$ cat src/design/fdn_reverb_8_line_core_assert.svh
// Assertion macros for the feedback delay network reverb core.
// Used by the top level only; needs i_clk and i_rst_n in scope.
`ifndef FDN_REVERB_8_LINE_CORE_ASSERT_SVH
`define FDN_REVERB_8_LINE_CORE_ASSERT_SVH

// Checks that a condition implies another in the same cycle.
`define FDN_ASSERT_SAME(lbl, cond, expr) \
    lbl: assert property (@(posedge i_clk) disable iff (!i_rst_n) (cond) |-> (expr)) \
        else $error("fdn assertion failed");

// Checks that a condition implies another in the next cycle.
`define FDN_ASSERT_NEXT(lbl, cond, expr) \
    lbl: assert property (@(posedge i_clk) disable iff (!i_rst_n) (cond) |=> (expr)) \
        else $error("fdn assertion failed");

`endif

$ cat src/design/fdn_pkg.sv
// Package of the feedback delay network reverb: types, register indexes,
// sign tables and the saturation helper. Depends on nothing.
package fdn_pkg;

    localparam int SampleBits = 16;
    localparam int NumLines   = 8;

    // Configuration register indexes.
    typedef enum logic [2:0] {
        CFG_MIX      = 3'd0,
        CFG_LEN_LO   = 3'd1,
        CFG_LEN_HI   = 3'd2,
        CFG_COEF_01  = 3'd3,
        CFG_COEF_23  = 3'd4,
        CFG_COEF_45  = 3'd5,
        CFG_COEF_67  = 3'd6,
        CFG_UNUSED   = 3'd7
    } t_cfg_index;

    // Sequencer states.
    typedef enum logic [2:0] {
        ST_CLEAR,
        ST_IDLE,
        ST_WRITE,
        ST_RADDR,
        ST_RDATA,
        ST_FILT,
        ST_MIX,
        ST_DONE
    } t_state;

    // Filter coefficients of one line.
    typedef struct packed {
        logic signed [15:0] b0;
        logic signed [15:0] a1;
    } t_coef;

    // Handshake between the sequencer and a serial unit.
    typedef struct packed {
        logic busy;
        logic done;
    } t_unit_status;

    // A set bit marks a negative sign for that line.
    localparam logic [7:0] SignLeftNeg  = 8'b1010_1010;
    localparam logic [7:0] SignRightNeg = 8'b1001_1001;

    localparam logic [15:0] MixUnity = 16'd32768;

    // Saturates a wide signed value to the sample range.
    function automatic logic signed [15:0] sat_sample(input logic signed [39:0] v);
        logic signed [15:0] r;
        if (v > 40'sd32767) begin
            r = 16'sh7fff;
        end else if (v < -40'sd32768) begin
            r = 16'sh8000;
        end else begin
            r = v[15:0];
        end
        return r;
    endfunction

endpackage

$ cat src/design/fdn_mix.sv
// Bit-serial output mixer: wet*S + dry*8*x for left and right, rounded by
// 2^18 and saturated. Walks one bit of wet and dry per cycle. Uses fdn_pkg.
module fdn_mix (
    input  logic                 i_clk,
    input  logic                 i_rst_n,
    input  logic                 i_start,
    input  logic signed [18:0]   i_sum_l,
    input  logic signed [18:0]   i_sum_r,
    input  logic signed [15:0]   i_x,
    input  logic [15:0]          i_wet,
    input  logic [15:0]          i_dry,
    output fdn_pkg::t_unit_status o_status,
    output logic signed [15:0]   o_left,
    output logic signed [15:0]   o_right
);
    import fdn_pkg::*;

    logic [15:0]        r_wsh;
    logic [15:0]        r_dsh;
    logic signed [35:0] r_sls;
    logic signed [35:0] r_srs;
    logic signed [35:0] r_xs;
    logic signed [35:0] r_acc_l;
    logic signed [35:0] r_acc_r;
    logic [3:0]         r_cnt;
    logic               r_busy;
    logic               r_done;
    logic signed [35:0] dry_term;
    logic signed [39:0] rnd_l;
    logic signed [39:0] rnd_r;

    // Control of the serial walk.
    always_ff @(posedge i_clk) begin
        if (!i_rst_n) begin
            r_busy <= 1'b0;
            r_done <= 1'b0;
            r_cnt  <= '0;
        end else begin
            r_done <= 1'b0;
            if (i_start) begin
                r_busy <= 1'b1;
                r_cnt  <= '0;
            end else if (r_busy) begin
                r_cnt <= r_cnt + 4'd1;
                if (r_cnt == 4'd15) begin
                    r_busy <= 1'b0;
                    r_done <= 1'b1;
                end
            end
        end
    end

    // The dry term is shared by both channels.
    always_comb begin
        dry_term = r_dsh[0] ? r_xs : 36'sd0;
    end

    // Operand shifters and accumulators.
    always_ff @(posedge i_clk) begin
        if (i_start) begin
            r_wsh   <= i_wet;
            r_dsh   <= i_dry;
            r_sls   <= 36'(i_sum_l);
            r_srs   <= 36'(i_sum_r);
            r_xs    <= 36'(i_x) <<< 3;
            r_acc_l <= '0;
            r_acc_r <= '0;
        end else if (r_busy) begin
            r_wsh   <= {1'b0, r_wsh[15:1]};
            r_dsh   <= {1'b0, r_dsh[15:1]};
            r_sls   <= r_sls <<< 1;
            r_srs   <= r_srs <<< 1;
            r_xs    <= r_xs <<< 1;
            r_acc_l <= r_acc_l + (r_wsh[0] ? r_sls : 36'sd0) + dry_term;
            r_acc_r <= r_acc_r + (r_wsh[0] ? r_srs : 36'sd0) + dry_term;
        end
    end

    // Round to nearest, halves up, then saturate.
    always_comb begin
        rnd_l = (40'(r_acc_l) + 40'sd131072) >>> 18;
        rnd_r = (40'(r_acc_r) + 40'sd131072) >>> 18;
    end

    assign o_left   = sat_sample(rnd_l);
    assign o_right  = sat_sample(rnd_r);
    assign o_status = '{busy: r_busy, done: r_done};

endmodule

$ cat config.mk
export PLATFORM = sky130hd
export DESIGN_NAME = fdn_mix
export DESIGN_NICKNAME = d
export VERILOG_FILES = /design/src/design/fdn_reverb_8_line_core_assert.svh /design/src/design/fdn_pkg.sv /design/src/design/fdn_mix.sv
export SDC_FILE = /design/constraint.sdc
export NUM_CORES = 1
export LEC_CHECK = 0
export BUFFER_PORTS_ARGS = -buffer_cell sky130_fd_sc_hd__buf_2
export CAP_MARGIN = 10
export CORE_MARGIN = 1
export CORE_UTILIZATION = 57
export CTS_BUF_LIST = sky130_fd_sc_hd__clkbuf_2
export DETAILED_ROUTE_END_ITERATION = 8
export GPL_TIMING_DRIVEN = 1
export HOLD_SLACK_MARGIN = 0.03
export PLACE_DENSITY = 0.8
export SETUP_SLACK_MARGIN = 0.05
export SLEW_MARGIN = 20
export SYNTH_ARGS = -nofsm -noshare
export SYNTH_HDL_FRONTEND = slang
export SYNTH_SLANG_ARGS = --single-unit
$ cat constraint.sdc
create_clock -name i_clk -period 4.7 [get_ports i_clk]
set_input_delay 0.94 -clock i_clk [delete_from_list [all_inputs] [get_ports i_clk]]
set_output_delay 0.94 -clock i_clk [all_outputs]
set_load 0.01 [all_outputs]
# Word-level counts from Yosys, hierarchy flattened
# Index checks and enable logic that the tools add are counted.
[totals]
register_bits = 215
latchBits = 0
ram_bits = 0
romBits = 0
in_bits = 89
output_inout_bits = 34
word_cells = 48
mem_count = 0
[classes]
n_addsub = 7
multipliers = 0
div_mod_pow = 0
n_lt_le_gt_ge = 4
eq_ne = 1
n_shift = 0
muxes = 21
bitwise_logic = 2
n_reduce_logical = 3
[op_table]
columns = ["operator", "count"]
rows = [
  ["two-way mux 36 bit", 9],
  ["adder 36 bit", 4],
  ["two-way mux 16 bit", 8],
  ["adder 36 x 19 -> 37 bit (second input constant)", 2],
  ["> comparator 19 x 16 -> 1 bit (second input constant)", 2],
  ["less-than comparator 19 x 16 -> 1 bit (second input constant)", 2],
  ["adder 4 x 1 -> 4 bit (second input constant)", 1],
  ["== test 4 bit (second input constant)", 1],
  ["two-way mux 1 bit", 4],
  ["OR reduction 3 bit", 1],
  ["inverter 1 bit", 2],
  ["nonzero test 2 bit", 1],
  ["OR reduction 2 bit", 1],
]

# Longest topological paths before layout
[depth]
depth_word = 4
depth_mapped = 15
ltp_nobuf = 14

# Worst setup path before layout
# OpenSTA, ideal clock, no wires.
[synth_path]
path_kind = "in2reg"
startpoint = "input i_start"
endpoint = "register r_acc_r[33]"
setup_ps = 127
arrival_time_ps = 4285
required_ps = 4573
setup_slack_ps = 288
stages = 4
path_buffers = 0
path_cell_list = "nor2_1 inv_1 o32a_1 nand3_1"
[synth_lines]
columns = ["item", "line_no", "rtl"]
rows = [
  ["start: declaration", "fdn_mix.sv:6", "input logic i_start,"],
  ["end signal: assignment", "fdn_mix.sv:75", "r_acc_r <= r_acc_r + (r_wsh[0] ? r_srs : 36'sd0) + dry_term;"],
  ["end: declaration", "fdn_mix.sv:24", "logic signed [35:0] r_acc_r;"],
]

# Worst setup path after layout
[layout_path]
startpoint = "register r_dsh[0]"
endpoint = "register r_acc_r[35]"
[layout_via]
elab_chain_len = 2
[layout_rtl]
columns = ["item", "line_no", "rtl"]
rows = [
  ["start: declaration", "fdn_mix.sv:19", "logic [15:0] r_dsh;"],
  ["start signal: assignment", "fdn_mix.sv:62", "r_dsh <= i_dry;"],
  ["start signal: assignment", "fdn_mix.sv:70", "r_dsh <= {1'b0, r_dsh[15:1]};"],
  ["two-way mux 36 bit", "fdn_mix.sv:55", "dry_term = r_dsh[0] ? r_xs : 36'sd0;"],
  ["adder 36 bit", "fdn_mix.sv:75", ""],
]
# No other way between the ends.
# A chain may end at the register's enable or synchronous reset.

==> flow_metrics.env <==
export IMPL_outcome="completed"
export IMPL_totalPowerFinal_mw=6.67
export IMPL_crit_family="compound AO/OA/AOI/OAI gates"
export IMPL_drtIter0Drc=871
export IMPL_cp_max_fo=27
export IMPL_synth_common_cells="edfxtp_1, o21ai_0, and2_1"
export IMPL_fin_worst_hold_slack_ns=0.298
export IMPL_pwr_share_comb_pct=40.7
export IMPL_cts_tree="done"
export IMPL_holdBufCountCts=0
export IMPL_maxSlewHeadroom_pct=29.7
export IMPL_ys_seq_elements=215
export IMPL_grt_first_pass_wirelength_um=55800
export IMPL_wl_per_cell_um=17.5
export IMPL_seq_power_share_pct=38.1
export IMPL_swShare_pct=39.3
export IMPL_avgSynthCellArea_um2=10.1
export IMPL_place_congestion=0.937
export IMPL_io_buffers=122
export IMPL_maxCapViolations=0
export IMPL_required_ns=5.45
export IMPL_yosysMostFrequentCell="edfxtp_1"
export IMPL_path_common_cell="buf_4"
export IMPL_worstSetupStartpoint="r_dsh[0]$_DFFE_PP_"
export IMPL_period_share_pct=92.2
export IMPL_synthCells=1462
export IMPL_drive_gt1_share_pct=20.6
export IMPL_clock_skew_ns=0.0555
export IMPL_synth_warnings=0
export IMPL_netlist_area_um2=14700
export IMPL_critPathSlowestCell="edfxtp_1"
export IMPL_cts_inserted_buffers=57
export IMPL_core_area_um2=25300
export IMPL_ys_types=67
export IMPL_arrival_ns=5.09
export IMPL_tns_ns=0
export IMPL_tightest_slew_ns=1.05
export IMPL_synth_top_area_share_pct=27.9
export IMPL_vias_per_cell=5.80
export IMPL_crit_type="flip-flop to flip-flop"
export IMPL_hold_viol=0
export IMPL_power_per_cell_area_nw_per_um2=409
export IMPL_ys_flop_type="edfxtp_1"
export IMPL_seq_area_um2=5680
export IMPL_crit_path_end_kind="flip-flop"
export IMPL_multi_input_area_um2=8520
export IMPL_rsz0062_at_grt="no"
export IMPL_clk_latency_ns=0.88
export IMPL_cpPeakStageDelay_ns=0.54
export IMPL_drtAntennaViolNets=0
export IMPL_rows=58
export IMPL_cts_root_buf="clkbuf_2"
export IMPL_r2r_start="r_dsh[0]$_DFFE_PP_"
export IMPL_syn_nets=1694
export IMPL_finalSetupViolations=0
export IMPL_synth_area_leader_cell="edfxtp_1"
export IMPL_synthTopCellsByArea="edfxtp_1, dfxtp_1, fa_1, ha_1, mux2_2"
export IMPL_nNetsFinal=1832
export IMPL_clockPowerShare_pct=21.3
export IMPL_cts_max_level=2
export IMPL_die_w_um=163
export IMPL_cts_num_sinks=215
export IMPL_hold_path_class="input pin to flip-flop"
export IMPL_ys_seq_area_share_pct=38.5
export IMPL_cp_cell_sequence="buf_4, and2_1, fa_1, ha_1, nand4_1, nor2_1, a2111oi_1, buf_4, a21boi_2, nor3_2, o41ai_4, a221oi_1, mux2i_1, mux2_1"
export IMPL_worstHoldStart="i_rst_n"
export IMPL_grt_pass1_vias=11091
export IMPL_finalNonFillerCells=1978
export IMPL_p_sw_mw=2.62
export IMPL_grt_max_degree=116
export IMPL_ir_worst_vdd_mv=0.220
export IMPL_finalCriticalPeriod_ns=4.33
export IMPL_grt_usage_pct=26.8
export IMPL_dp_hpwl_um=25300
export IMPL_slew_viol_final=0
export IMPL_die_height_um=163
export IMPL_routed_wl_um=34600
export IMPL_syn_to_final_growth_pct=10.7
export IMPL_antenna_found_initial=1
export IMPL_num_fill_cells=2059
export IMPL_synth_enable_flop_cells=137
export IMPL_crit_buf_inv=2
export IMPL_clockBufferDepth=3
export IMPL_clkSlewWorstSetupHoldPaths_ns=0.12
export IMPL_fmax_mhz=231
export IMPL_ioPinCount=123
export IMPL_vias=11476
export IMPL_drcViolationCount=0
export IMPL_place_inst=1866
export IMPL_first_pass_iters=5
export IMPL_synth_async_reset_ratio_pct=0
export IMPL_grt_overflow_total=0
export IMPL_p_int_mw=4.05
export IMPL_start_util_pct=58.3
export IMPL_leakagePower_nw=7.17
export IMPL_die_area_um2=26500
export IMPL_critPathLaunchType="flip-flop"
[final timing paths]
kind | cells past startpoint | slack, ns | to
worst max-delay path | 14 | 0.37 | r_acc_r[35]$_SDFFE_PP0P_
worst min-delay path | 2 | 0.30 | r_busy$_SDFF_PN0_
worst max register to register | 14 | 0.37 | r_acc_r[35]$_SDFFE_PP0P_
worst min register to register | 2 | 0.49 | r_done$_SDFF_PP0_
[state kept, by name (all words and copies together), names as in the netlist]
name	cells
r_acc_l	36
r_done	1
r_sls	36
r_cnt	4
r_srs	36
r_busy	1
r_acc_r	36
r_xs	33
r_wsh	16
r_dsh	16
[metal layers]
| metal | GRT usage (%) | wire length, um | vias up |
|---|---|---|---|
| met5 | 0 | 0 | - |
| met4 | 12.4 | 1380 | 0 |
| met3 | 4.18 | 2390 | 99 |
| met2 | 39.9 | 15000 | 435 |
| met1 | 38.3 | 15800 | 5409 |
| li1 | - | - | 5533 |
[power by group through the flow]
stage                     registers (mW)  logic (mW)  clock network, mW
after floorplan                     2.49        2.03                  0
after global placement              2.57        2.59                  0
after detailed placement            2.58        2.65                  0
after CTS                           2.54        2.68               1.46
after global routing                2.58        3.04               1.56
final                               2.54        2.71               1.42
[cells in the final DEF, fill, tap and decap left out, types with 53 or more instances in the layout]
master	instances
edfxtp_1	137
o21ai_0	129
buf_2	121
and2_1	113
nor2_1	92
clkbuf_2	85
inv_1	84
nand2_1	82
a21oi_1	81
ha_1	79
mux2_2	78
dfxtp_1	76
fa_1	64
xnor2_1	53
[cells by family (layout without fill, tap and decap cells)]
kind of cell	count (synthesis)	count (layout)	synth area share, %
AO/OA/AOI/OAI	363	363	15.2
XOR/XNOR	91	91	5.41
adder cells (fa/ha/maj)	143	143	15.4
buffers and inverters	150	334	3.87
flip-flops	215	215	38.5
multiplexers	112	112	8.28
other	0	2	0
AND/OR/NAND/NOR	388	388	13.3
[cell type report]
cell class / instances / area share (%)
multi-input cells: 1097 / 52.2
inverters: 86 / 2.01
well taps: 330 / 2.53
flip-flops and latches: 215 / 34.8
diodes: 2 / 0.0307
clock buffers: 85 / 2.61
repair buffers: 143 / 4.90
clock inverters: 20 / 0.844
[metrics by stage]
step | worst slack [ns] | area (um^2) | util [%]
after floorplan | 0.288 | 14700 | -
after global placement | 0.592 | 15700 | 62.0
after detailed placement | 0.432 | 15700 | 62.0
after CTS | 0.0547 | 16200 | 64.3
after global routing | 0.0394 | 16300 | 64.6
final | 0.365 | 16300 | 64.6
[what timing repair did]
item                       in CTS  in global routing
setup endpoints to repair      15                 33
pin swaps                       1                  1
gates resized for setup         2                  7
setup buffers                   1                  4
cloned                          0                  0
Note: power is estimated with default switching activity, not from simulation.
