`config.mk`:
```
export PLATFORM = sky130hd
export DESIGN_NAME = fdn_mac
export DESIGN_NICKNAME = d
export VERILOG_FILES = /design/src/design/fdn_reverb_8_line_core_assert.svh /design/src/design/fdn_pkg.sv /design/src/design/fdn_mac.sv
export SDC_FILE = /design/constraint.sdc
export NUM_CORES = 1
export LEC_CHECK = 0
export ABC_CLOCK_PERIOD_IN_PS = 7500
export BUFFER_PORTS_ARGS = -buffer_cell sky130_fd_sc_hd__buf_2
export CAP_MARGIN = 20
export CORE_MARGIN = 3
export CORE_UTILIZATION = 31
export CTS_CLUSTER_DIAMETER = 150
export DETAILED_ROUTE_END_ITERATION = 16
export PLACE_DENSITY = 0.46
export SETUP_SLACK_MARGIN = 0.5
export SKIP_CTS_REPAIR_TIMING = 1
export SLEW_MARGIN = 20
export SYNTH_ARGS = -nofsm -noshare
export SYNTH_HDL_FRONTEND = slang
export SYNTH_SLANG_ARGS = --single-unit
```
`constraint.sdc`:
```
create_clock -name i_clk -period 7.5 [get_ports i_clk]
set_input_delay 2.25 -clock i_clk [delete_from_list [all_inputs] [get_ports i_clk]]
set_output_delay 2.25 -clock i_clk [all_outputs]
set_load 0.02 [all_outputs]
```
`src/design/fdn_reverb_8_line_core_assert.svh`:
```
// Assertion macros for the feedback delay network reverb core.
// Used by the top level only; needs i_clk and i_rst_n in scope.
`ifndef FDN_REVERB_8_LINE_CORE_ASSERT_SVH
`define FDN_REVERB_8_LINE_CORE_ASSERT_SVH

// Checks that a condition implies another in the same cycle.
`define FDN_ASSERT_SAME(lbl, cond, expr) \
    lbl: assert property (@(posedge i_clk) disable iff (!i_rst_n) (cond) |-> (expr)) \
        else $error("fdn assertion failed");

// Checks that a condition implies another in the next cycle.
`define FDN_ASSERT_NEXT(lbl, cond, expr) \
    lbl: assert property (@(posedge i_clk) disable iff (!i_rst_n) (cond) |=> (expr)) \
        else $error("fdn assertion failed");

`endif

```
`src/design/fdn_pkg.sv`:
```
// Package of the feedback delay network reverb: types, register indexes,
// sign tables and the saturation helper. Depends on nothing.
package fdn_pkg;

    localparam int SampleBits = 16;
    localparam int NumLines   = 8;

    // Configuration register indexes.
    typedef enum logic [2:0] {
        CFG_MIX      = 3'd0,
        CFG_LEN_LO   = 3'd1,
        CFG_LEN_HI   = 3'd2,
        CFG_COEF_01  = 3'd3,
        CFG_COEF_23  = 3'd4,
        CFG_COEF_45  = 3'd5,
        CFG_COEF_67  = 3'd6,
        CFG_UNUSED   = 3'd7
    } t_cfg_index;

    // Sequencer states.
    typedef enum logic [2:0] {
        ST_CLEAR,
        ST_IDLE,
        ST_WRITE,
        ST_RADDR,
        ST_RDATA,
        ST_FILT,
        ST_MIX,
        ST_DONE
    } t_state;

    // Filter coefficients of one line.
    typedef struct packed {
        logic signed [15:0] b0;
        logic signed [15:0] a1;
    } t_coef;

    // Handshake between the sequencer and a serial unit.
    typedef struct packed {
        logic busy;
        logic done;
    } t_unit_status;

    // A set bit marks a negative sign for that line.
    localparam logic [7:0] SignLeftNeg  = 8'b1010_1010;
    localparam logic [7:0] SignRightNeg = 8'b1001_1001;

    localparam logic [15:0] MixUnity = 16'd32768;

    // Saturates a wide signed value to the sample range.
    function automatic logic signed [15:0] sat_sample(input logic signed [39:0] v);
        logic signed [15:0] r;
        if (v > 40'sd32767) begin
            r = 16'sh7fff;
        end else if (v < -40'sd32768) begin
            r = 16'sh8000;
        end else begin
            r = v[15:0];
        end
        return r;
    endfunction

endpackage

```
`src/design/fdn_mac.sv`:
```
// Bit-serial filter unit: y = b0*d - a1*y_prev, rounded by 2^15 and saturated.
// Walks one bit of d and y_prev per cycle. Depends on fdn_pkg.
module fdn_mac (
    input  logic                 i_clk,
    input  logic                 i_rst_n,
    input  logic                 i_start,
    input  logic signed [15:0]   i_d,
    input  logic signed [15:0]   i_y_prev,
    input  fdn_pkg::t_coef       i_coef,
    output fdn_pkg::t_unit_status o_status,
    output logic signed [15:0]   o_y
);
    import fdn_pkg::*;

    logic [15:0]        r_dsh;
    logic [15:0]        r_ysh;
    logic signed [33:0] r_b0s;
    logic signed [33:0] r_a1s;
    logic signed [33:0] r_acc;
    logic [3:0]         r_cnt;
    logic               r_busy;
    logic               r_done;
    logic signed [33:0] term;
    logic signed [39:0] rnd;

    // Partial product of the current bit pair; the top bit carries negative weight.
    always_comb begin
        term = (r_dsh[0] ? r_b0s : 34'sd0) - (r_ysh[0] ? r_a1s : 34'sd0);
    end

    // Control of the serial walk.
    always_ff @(posedge i_clk) begin
        if (!i_rst_n) begin
            r_busy <= 1'b0;
            r_done <= 1'b0;
            r_cnt  <= '0;
        end else begin
            r_done <= 1'b0;
            if (i_start) begin
                r_busy <= 1'b1;
                r_cnt  <= '0;
            end else if (r_busy) begin
                r_cnt <= r_cnt + 4'd1;
                if (r_cnt == 4'd15) begin
                    r_busy <= 1'b0;
                    r_done <= 1'b1;
                end
            end
        end
    end

    // Operand shifters and accumulator.
    always_ff @(posedge i_clk) begin
        if (i_start) begin
            r_dsh <= i_d;
            r_ysh <= i_y_prev;
            r_b0s <= 34'(i_coef.b0);
            r_a1s <= 34'(i_coef.a1);
            r_acc <= '0;
        end else if (r_busy) begin
            r_dsh <= {1'b0, r_dsh[15:1]};
            r_ysh <= {1'b0, r_ysh[15:1]};
            r_b0s <= r_b0s <<< 1;
            r_a1s <= r_a1s <<< 1;
            r_acc <= (r_cnt == 4'd15) ? r_acc - term : r_acc + term;
        end
    end

    // Round to nearest, halves up, then saturate.
    always_comb begin
        rnd = (40'(r_acc) + 40'sd16384) >>> 15;
    end

    assign o_y = sat_sample(rnd);
    assign o_status = '{busy: r_busy, done: r_done};

endmodule

```
Word-level counts from Yosys, hierarchy flattened
Index checks and enable logic that the tools add are counted.
{"block": "op_classes", "div_mod_pow": 0, "shift": 0, "n_addsub": 5, "order_cmp": 2, "reduce_logical": 3, "n_eq_ne": 1, "mul": 0, "mux": 17, "bitwise_logic": 2}
{"cell": "two-way mux 34 bit", "count": 7}
{"cell": "two-way mux 16 bit", "count": 6}
{"cell": "subtractor 34 bit", "count": 2}
{"cell": "adder 34 x 16 -> 35 bit, second input constant", "count": 1}
{"cell": "adder 34 bit", "count": 1}
{"cell": "> comparator 20 x 16 -> 1 bit, second input constant", "count": 1}
{"cell": "less-than comparator 20 x 16 -> 1 bit, second input constant", "count": 1}
{"cell": "adder 4 x 1 -> 4 bit, second input constant", "count": 1}
{"cell": "equality test 4 bit, second input constant", "count": 1}
{"cell": "two-way mux 1 bit", "count": 4}
{"cell": "OR reduction 3 bit", "count": 1}
{"cell": "inverter 1 bit", "count": 2}
{"cell": "nonzero test 2 bit", "count": 1}
{"cell": "OR reduction 2 bit", "count": 1}
{"block": "word_totals", "memories": 0, "wordCells": 38, "inputBits": 67, "mem_bits_rw": 0, "latchBits": 0, "rom_bits": 0, "regBits": 140}

Longest topological paths before layout
Gate-level depths: netlist (run 1).
{"block": "logic_depth", "word_depth": 4, "depth_mapped": 29}

Least setup slack after synthesis (run 1)
Ideal clock, no wire load.
{"block": "synth_path", "path_type": "flip-flop to flip-flop", "from": "register r_ysh[0]", "to": "register r_acc[33]", "slack_ps": 1158, "stages_incl_launch_ff": 29, "t_required_ps": 7379, "setup_ps": 121, "synth_period_minus_slack_ps": 6342, "path_buffers": 3, "arrival_time_ps": 6221, "cell_sequence": "edfxtp_1 -> clkbuf_1 -> clkbuf_1 -> nand2_1 -> ha_1 -> clkbuf_1 -> o21a_1 -> o311ai_4 -> a2111oi_2 -> o21ai_0 -> a211oi_1 -> o21ai_0 -> nor4_1 -> inv_1 -> o21ai_0 -> xor2_1 -> ha_1 -> a211oi_1 -> o21ai_0 -> a31oi_1 -> nand3b_1 -> o211ai_1 -> a21boi_0 -> o21ai_0 -> a21oi_1 -> a211oi_1 -> xnor3_1 -> nand2_1 -> mux2_4"}
{"block": "synth_between", "elab_chain_cells": 4}
{"element": "start: declaration", "line": "fdn_mac.sv:16", "rtl": "logic [15:0] r_ysh;"}
{"element": "start signal: assignment", "line": "fdn_mac.sv:56", "rtl": "r_ysh <= i_y_prev;"}
{"element": "start signal: assignment", "line": "fdn_mac.sv:62", "rtl": "r_ysh <= {1'b0, r_ysh[15:1]};"}
{"element": "two-way mux 34 bit *", "line": "fdn_mac.sv:28", "rtl": "term = (r_dsh[0] ? r_b0s : 34'sd0) - (r_ysh[0] ? r_a1s : 34'sd0);"}
{"element": "subtractor 34 bit *", "line": "fdn_mac.sv:28"}
{"element": "adder 34 bit or subtractor 34 bit (tied branches)", "line": "fdn_mac.sv:65", "rtl": "r_acc <= (r_cnt == 4'd15) ? r_acc - term : r_acc + term;"}
{"element": "two-way mux 34 bit *", "line": "fdn_mac.sv:65"}
{"element": "end signal: assignment", "line": "fdn_mac.sv:65"}
{"element": "end: declaration", "line": "fdn_mac.sv:19", "rtl": "logic signed [33:0] r_acc;"}
Mark *: on every way between the ends. The rest lies on a longest branch, timed or not.
A chain may end at the register's enable or synchronous reset.

Worst setup path in the final report (run 1)
{"block": "layout_path", "from": "register r_dsh[0]", "to": "register r_acc[33]"}
{"block": "layout_between", "elab_chain_cells": 4}
{"element": "start: declaration", "line": "fdn_mac.sv:15", "rtl": "logic [15:0] r_dsh;"}
{"element": "start signal: assignment", "line": "fdn_mac.sv:55", "rtl": "r_dsh <= i_d;"}
{"element": "start signal: assignment", "line": "fdn_mac.sv:61", "rtl": "r_dsh <= {1'b0, r_dsh[15:1]};"}
{"element": "two-way mux 34 bit *", "line": "fdn_mac.sv:28"}
{"element": "subtractor 34 bit *", "line": "fdn_mac.sv:28"}
{"element": "adder 34 bit or subtractor 34 bit (tied branches)", "line": "fdn_mac.sv:65"}
{"element": "two-way mux 34 bit *", "line": "fdn_mac.sv:65"}
Marked as above.

==> results.py, run 1 <==
metrics = {
    "floorplan": {
        "rows": 68,
        "initial_core_util_pct": 31.5,
        "die_x_um": 193,
        "pin_count": 85,
        "dieHeight_um": 193,
        "dieArea_um2": 37400,
        "core_area_um2": 34600,
    },
    "place": {
        "port_buffers": 84,
        "hpwlAfterDp_um": 19900,
        "place.gp.congestion": 0.858,
    },
    "finish": {
        "diodes": 0,
        "area_growth_syn_to_layout_pct": 13.9,
        "nets": 1406,
        "drive_above_1_share_pct": 16.9,
    },
    "synth": {
        "synth.most_common_cell": "nand2_1",
        "yosys.area.top_type": "edfxtp_1",
        "synth_area_per_cell_um2": 9.00,
        "yosysTopAreaCellShare_pct": 27.6,
        "synth.distinct_cells": 79,
        "syn_area_um2": 10900,
        "ys_ff_latch": 140,
        "ys_async_sr_fraction_pct": 0,
        "synth.area.top_cells": "edfxtp_1 (28%), ha_1 (7.9%), dfxtp_1 (7.4%)",
        "synth_flop_cell": "edfxtp_1",
        "synthCells": 1211,
        "synth_edf_count": 100,
        "yosysWarningCount": 0,
        "ys_seq_area_share_pct": 34.9,
        "syn_nets": 1349,
        "yosys-top-cells-count": "nand2_1 (106), edfxtp_1 (100), o21ai_0 (98)",
    },
    "critical_path": {
        "r2r_start": "r_dsh[0]",
        "critPathLaunchType": "flop",
        "arrival_ns": 6.78,
        "r2r_setup_slack_ns": 1.05,
        "ff2ff_path_depth": 27,
        "end_kind": "flop",
        "cp.required_ns": 7.83,
        "r2r-end": "r_acc[33]",
        "path_class": "flop to flop",
        "crit_fanout": 7,
    },
    "clocking": {
        "clk_pin_slew_ns": 0.08,
        "tritoncts": "done",
        "cts_buffer_depth": 2,
        "clkLatencyLatePin_ns": 0.43,
        "root_buffer": "clkbuf_16",
        "cts.sinks": 140,
        "cts_buffers": 17,
        "cts-htree-levels": 4,
    },
    "route": {
        "ant_nets": 0,
        "wl_um": 26200,
        "vias_per_cell": 4.96,
        "drtIter0Drc": 484,
        "wire_per_inst_um": 15.1,
        "dr.pass1.iters": 5,
        "vias": 8615,
        "drc_errors": 0,
    },
    "power": {
        "peakVddDrop_v": 0.000188,
        "power.leakage_nw": 5.08,
        "power.density_nw_per_um2": 343,
    },
    "timing": {
        "rsz0062_at_grt": "yes",
        "finalCritPeriodShare_pct": 86.0,
        "fin_worst_skew_ns": 0.0163,
        "fin_tns_setup_ns": 0,
        "worstMarginPinSlew_ns": 0.883,
        "holdWs_ns": 0.483,
        "timing.fmax_mhz": 155,
        "finalMaxSlewViolations": 0,
        "setup_violations": 0,
        "period_needed_ns": 6.45,
        "hold_violations": 0,
        "slew_headroom_pct": 39.6,
    },
    "global_route": {
        "grt_pass1_vias": 8591,
        "grt_max_degree": 55,
        "globalRouteOverflowTotal": 0,
        "grt_first_pass_wirelength_um": 44200,
        "antenna_found_initial": 1,
        "grt_usage_pct": 14.0,
    },
    "min_path": {
        "hold_start": "r_acc[0]",
        "holdPathStages": 2,
        "hold_path_class": "flop to flop",
        "holdPathEnd": "r_acc[0]",
    },
    "flow_run": {
        "drv_cap": 0,
    },
    "outcome": {
        "status": "finished, final reports clean",
    },
}
## state kept, by name, indices dropped and copies added (netlist names)
signal	flops
r_a1s	34
r_acc	34
r_b0s	34
r_dsh	16
r_ysh	16
r_cnt	4
r_busy	1
r_done	1
## cells in the final DEF, fill, tap and decap left out, types with 19 or more instances in the layout
cell      instances
xnor2_1          48
buf_2            83
nand3_1          27
xor2_1           42
and2_1           41
dfxtp_1          39
a21oi_1          91
edfxtp_1        100
mux2_2           59
inv_1            64
nand2_1         106
a21o_1           19
o21ai_0          95
nor2_1           95
ha_1             67
mux2i_1          27
## worst max path at each step
stage | from | end | cells past startpoint
5_1_grt | r_dsh[0] | r_acc[33] | 27
3_5_place_dp | r_dsh[0] | r_acc[33] | 28
3_3_place_gp | r_dsh[0] | r_acc[33] | 28
2_1_floorplan | r_ysh[0] | r_acc[33] | 28
4_1_cts | r_dsh[0] | r_acc[33] | 28
6_report | r_dsh[0] | r_acc[33] | 27
## worst max-delay path: stages (launching register included)
cell	delay, ns
edfxtp_1	0.44
and2_1	0.21
ha_1	0.31
nor2b_1	0.16
o31a_1	0.30
o311ai_4	0.44
a211oi_2	0.14
or3_4	0.40
and2_1	0.18
or2_2	0.33
nor4_1	0.23
buf_4	0.17
inv_1	0.04
o21ai_1	0.13
xor2_1	0.18
ha_1	0.31
a211oi_1	0.23
o21ai_0	0.13
a31oi_1	0.22
nand3b_1	0.12
o211ai_1	0.23
a21boi_1	0.11
o21ai_1	0.21
a21oi_1	0.13
a211oi_2	0.19
xnor3_1	0.40
nand2_1	0.09
mux2_4	0.30
## per-layer routing
layer / up-vias / track usage (%) / part of all wire (%)
met5: - / 0 / 0.050
met4: 2 / 3.19 / 1.3
met3: 20 / 3.07 / 3.6
met2: 123 / 21.2 / 42
met1: 3959 / 20.5 / 53
li1: 4511 / - / -
## final cells by class
| type | instances | area, µm² |
|---|---|---|
| fillers | 3544 | 22200 |
| multi-input cells | 952 | 6690 |
| flip-flops and latches | 140 | 3800 |
| repair buffers | 92 | 483 |
| inverters | 65 | 246 |
| clock buffers | 17 | 425 |
| well taps | 455 | 569 |
| clock inverters | 15 | 186 |
## cells by family (layout without fill, tap and decap cells)
family          after synthesis  count (layout)  synth area share [%]
simple gates                368             368                  16.5
fa+ha+maj                    71              71                  8.29
mux                          87              87                  8.72
xor+xnor                     92              92                  7.52
flops                       140             140                  34.9
buf+inv                     119             189                  4.42
compound gates              334             334                  19.7
## power breakdown
part           leakage [nW]  total, mW  internal (mW)  switching (mW)
clock                 0.288      0.910          0.531           0.379
combinational          3.44       2.25          0.952            1.30
sequential             1.35       1.10          0.976           0.121
total                  5.08       4.26           2.46            1.80
## stage by stage
step | area (µm²) | std cells | utilization, % | total power, mW | setup WS, ns
global placement | 11700 | 1703 | 33.8 | 3.33 | 0.759
floorplan | 10900 | 1211 | - | 2.85 | 1.16
detailed placement | 11700 | 1703 | 33.8 | 3.34 | 0.607
finish | 12400 | 1736 | 35.8 | 4.26 | 1.05
CTS | 12300 | 1735 | 35.6 | 4.26 | 0.586
global route | 12400 | 1736 | 35.8 | 4.64 | 0.490
(Power assumes the default switching activity.)
==> inputs of run 2 (changes only) <==
Settings changed: ABC_CLOCK_PERIOD_IN_PS 7500 to 8300, CORE_ASPECT_RATIO set to 0.8.
Clock period 7.5 ns to 8.3 ns, I/O delays scaled along.
==> run 2 against run 1 <==
- design area shrank 0.30%
- final cell count increased by 0.52%
- clock skew rose by 0.0029 ns
- worst setup slack better by 0.30 ns
- clock power down 9.5%
- total power down 9.5%
- global-route usage up 0.26 points
- clock-buffer cell count unchanged
- non-clock buffer count is 1 lower
- register-to-register slack better by 0.30 ns
- critical endpoint unchanged
==> results.py, run 2 (same netlist as run 1, synthesis figures left out) <==
metrics = {
    "floorplan": {
        "dieArea_um2": 37400,
        "core_area_um2": 34200,
        "pin_count": 85,
        "initial_core_util_pct": 31.9,
        "die_x_um": 216,
        "dieHeight_um": 174,
        "rows": 60,
    },
    "global_route": {
        "grt_first_pass_wirelength_um": 44400,
        "antenna_found_initial": 3,
        "grt_pass1_vias": 8442,
        "grt_usage_pct": 14.3,
        "globalRouteOverflowTotal": 0,
        "grt_max_degree": 54,
    },
    "route": {
        "wire_per_inst_um": 15.1,
        "drtIter0Drc": 587,
        "wl_um": 26300,
        "vias": 8694,
        "vias_per_cell": 4.98,
        "ant_nets": 0,
        "drc_errors": 0,
        "dr.pass1.iters": 4,
    },
    "power": {
        "power.density_nw_per_um2": 312,
        "combPwrFrac_pct": 52.8,
        "peakVddDrop_v": 0.000180,
        "p_int_mw": 2.19,
        "seqPwrFrac_pct": 25.8,
        "fin_total_pwr_mw": 3.85,
        "p_sw_mw": 1.66,
        "power.leakage_nw": 5.08,
        "power_frac_clock_pct": 21.4,
        "p_sw_share_pct": 43.1,
    },
    "critical_path": {
        "crit_fanout": 34,
        "critPathLaunchType": "flop",
        "crit_family": "compound AO/OA/AOI/OAI gates",
        "cpMostUsedCell": "o21ai_0",
        "arrival_ns": 7.27,
        "cp_slowest_cell": "fa_1",
        "cp.required_ns": 8.62,
        "path_class": "flop to flop",
        "critPathMaxStageDelay_ns": 0.48,
        "cp_num_buf_inv": 3,
        "end_kind": "flop",
    },
    "clocking": {
        "clk_pin_slew_ns": 0.07,
        "cts_buffers": 17,
        "tritoncts": "done",
        "root_buffer": "clkbuf_16",
        "cts-htree-levels": 4,
        "cts_buffer_depth": 2,
        "cts.sinks": 140,
        "clkLatencyLatePin_ns": 0.44,
    },
    "finish": {
        "reg_top3": "r_a1s x34, r_acc x34, r_b0s x34",
        "diodes": 0,
        "fillCellCount": 3538,
        "fin_area_um2": 12400,
        "layout_common_cells": "nand2_1 (106), edfxtp_1 (100), o21ai_0 (98)",
        "multi_input_area_um2": 6640,
        "drive_above_1_share_pct": 16.3,
        "instances_no_fill": 1745,
        "mostFrequentLayoutCell": "nand2_1",
        "area_growth_syn_to_layout_pct": 13.5,
        "utilization_pct": 36.2,
        "nets": 1405,
        "final-seq-area_um2": 3800,
    },
    "outcome": {
        "status": "finished, final reports clean",
    },
    "timing": {
        "slew_headroom_pct": 39.0,
        "rsz0062_at_grt": "no",
        "fin_worst_skew_ns": 0.0192,
        "timing.fmax_mhz": 144,
        "holdWs_ns": 0.484,
        "fin_tns_setup_ns": 0,
        "period_needed_ns": 6.95,
        "hold_violations": 0,
        "setup_violations": 0,
        "worstMarginPinSlew_ns": 0.892,
        "fin_ws_ns": 1.35,
        "finalMaxSlewViolations": 0,
        "finalCritPeriodShare_pct": 83.7,
    },
    "place": {
        "dp_cells": 1712,
        "place.gp.congestion": 0.858,
        "dp_slack_ns": 0.866,
        "port_buffers": 84,
        "hpwlAfterDp_um": 20000,
        "placed_cell_area_um2": 11700,
    },
    "flow_run": {
        "drv_cap": 0,
    },
    "min_path": {
        "hold_path_class": "flop to flop",
    },
}
==> run 2: cell types whose count changed in the layout (fill, tap and decap cells not counted), moves of 2 or more <==
cell        delta
clkinvlp_4     -3
ha_1           +2
o21ai_1        -2
ha_2           -2
a211oi_1       +2
buf_4          -2
a211oi_2       -2
o21ai_0        +3
inv_8          +3
==> run 2: power by group through the flow <==
stage          Combinational (mW)  Sequential, mW  Clock [mW]
4_1_cts                      2.03           0.995       0.849
6_report                     2.04           0.994       0.824
5_1_grt                      2.29            1.01       0.875
3_5_place_dp                 2.02            1.01           0
3_3_place_gp                 2.01            1.01           0
2_1_floorplan                1.61           0.963           0
==> run 2: worst register-to-register path, delay by kind of cell (launching register included) <==
kind | cells | cell delay (ns)
muxes | 1 | 0.30
AOI/OAI and AO/OA | 13 | 2.79
adders and majority gates | 3 | 0.96
and+or+nand+nor | 6 | 1.23
DFF | 1 | 0.32
buffers and inverters | 3 | 0.44
xor gates and xnor gates | 3 | 0.81
==> run 2: routing by layer <==
metal / GRT usage (%) / vias to the layer above / share of wire (%)
met1: 22.3 / 3986 / 56
met4: 3.47 / 6 / 1.2
li1: - / 4511 / -
met5: 0 / - / 0.14
met3: 3.66 / 28 / 4.8
met2: 19.3 / 163 / 38
==> run 2: worst paths after layout <==
path                  from         to  slack (ns)  cells after the start
hold reg to reg   r_acc[0]   r_acc[0]        0.48                      2
hold / removal    r_acc[0]   r_acc[0]        0.48                      2
setup / recovery  r_ysh[0]  r_acc[33]        1.35                     29
setup reg to reg  r_ysh[0]  r_acc[33]        1.35                     29
==> run 2: final cells by class <==
cell class / instances / area share [%]
tap: 465 / 4.70
multi-input combinational: 952 / 53.6
sequential: 140 / 30.8
timing repair buffer: 91 / 3.89
clock buffer: 17 / 3.44
inverter: 65 / 1.99
clock inverter: 15 / 1.56
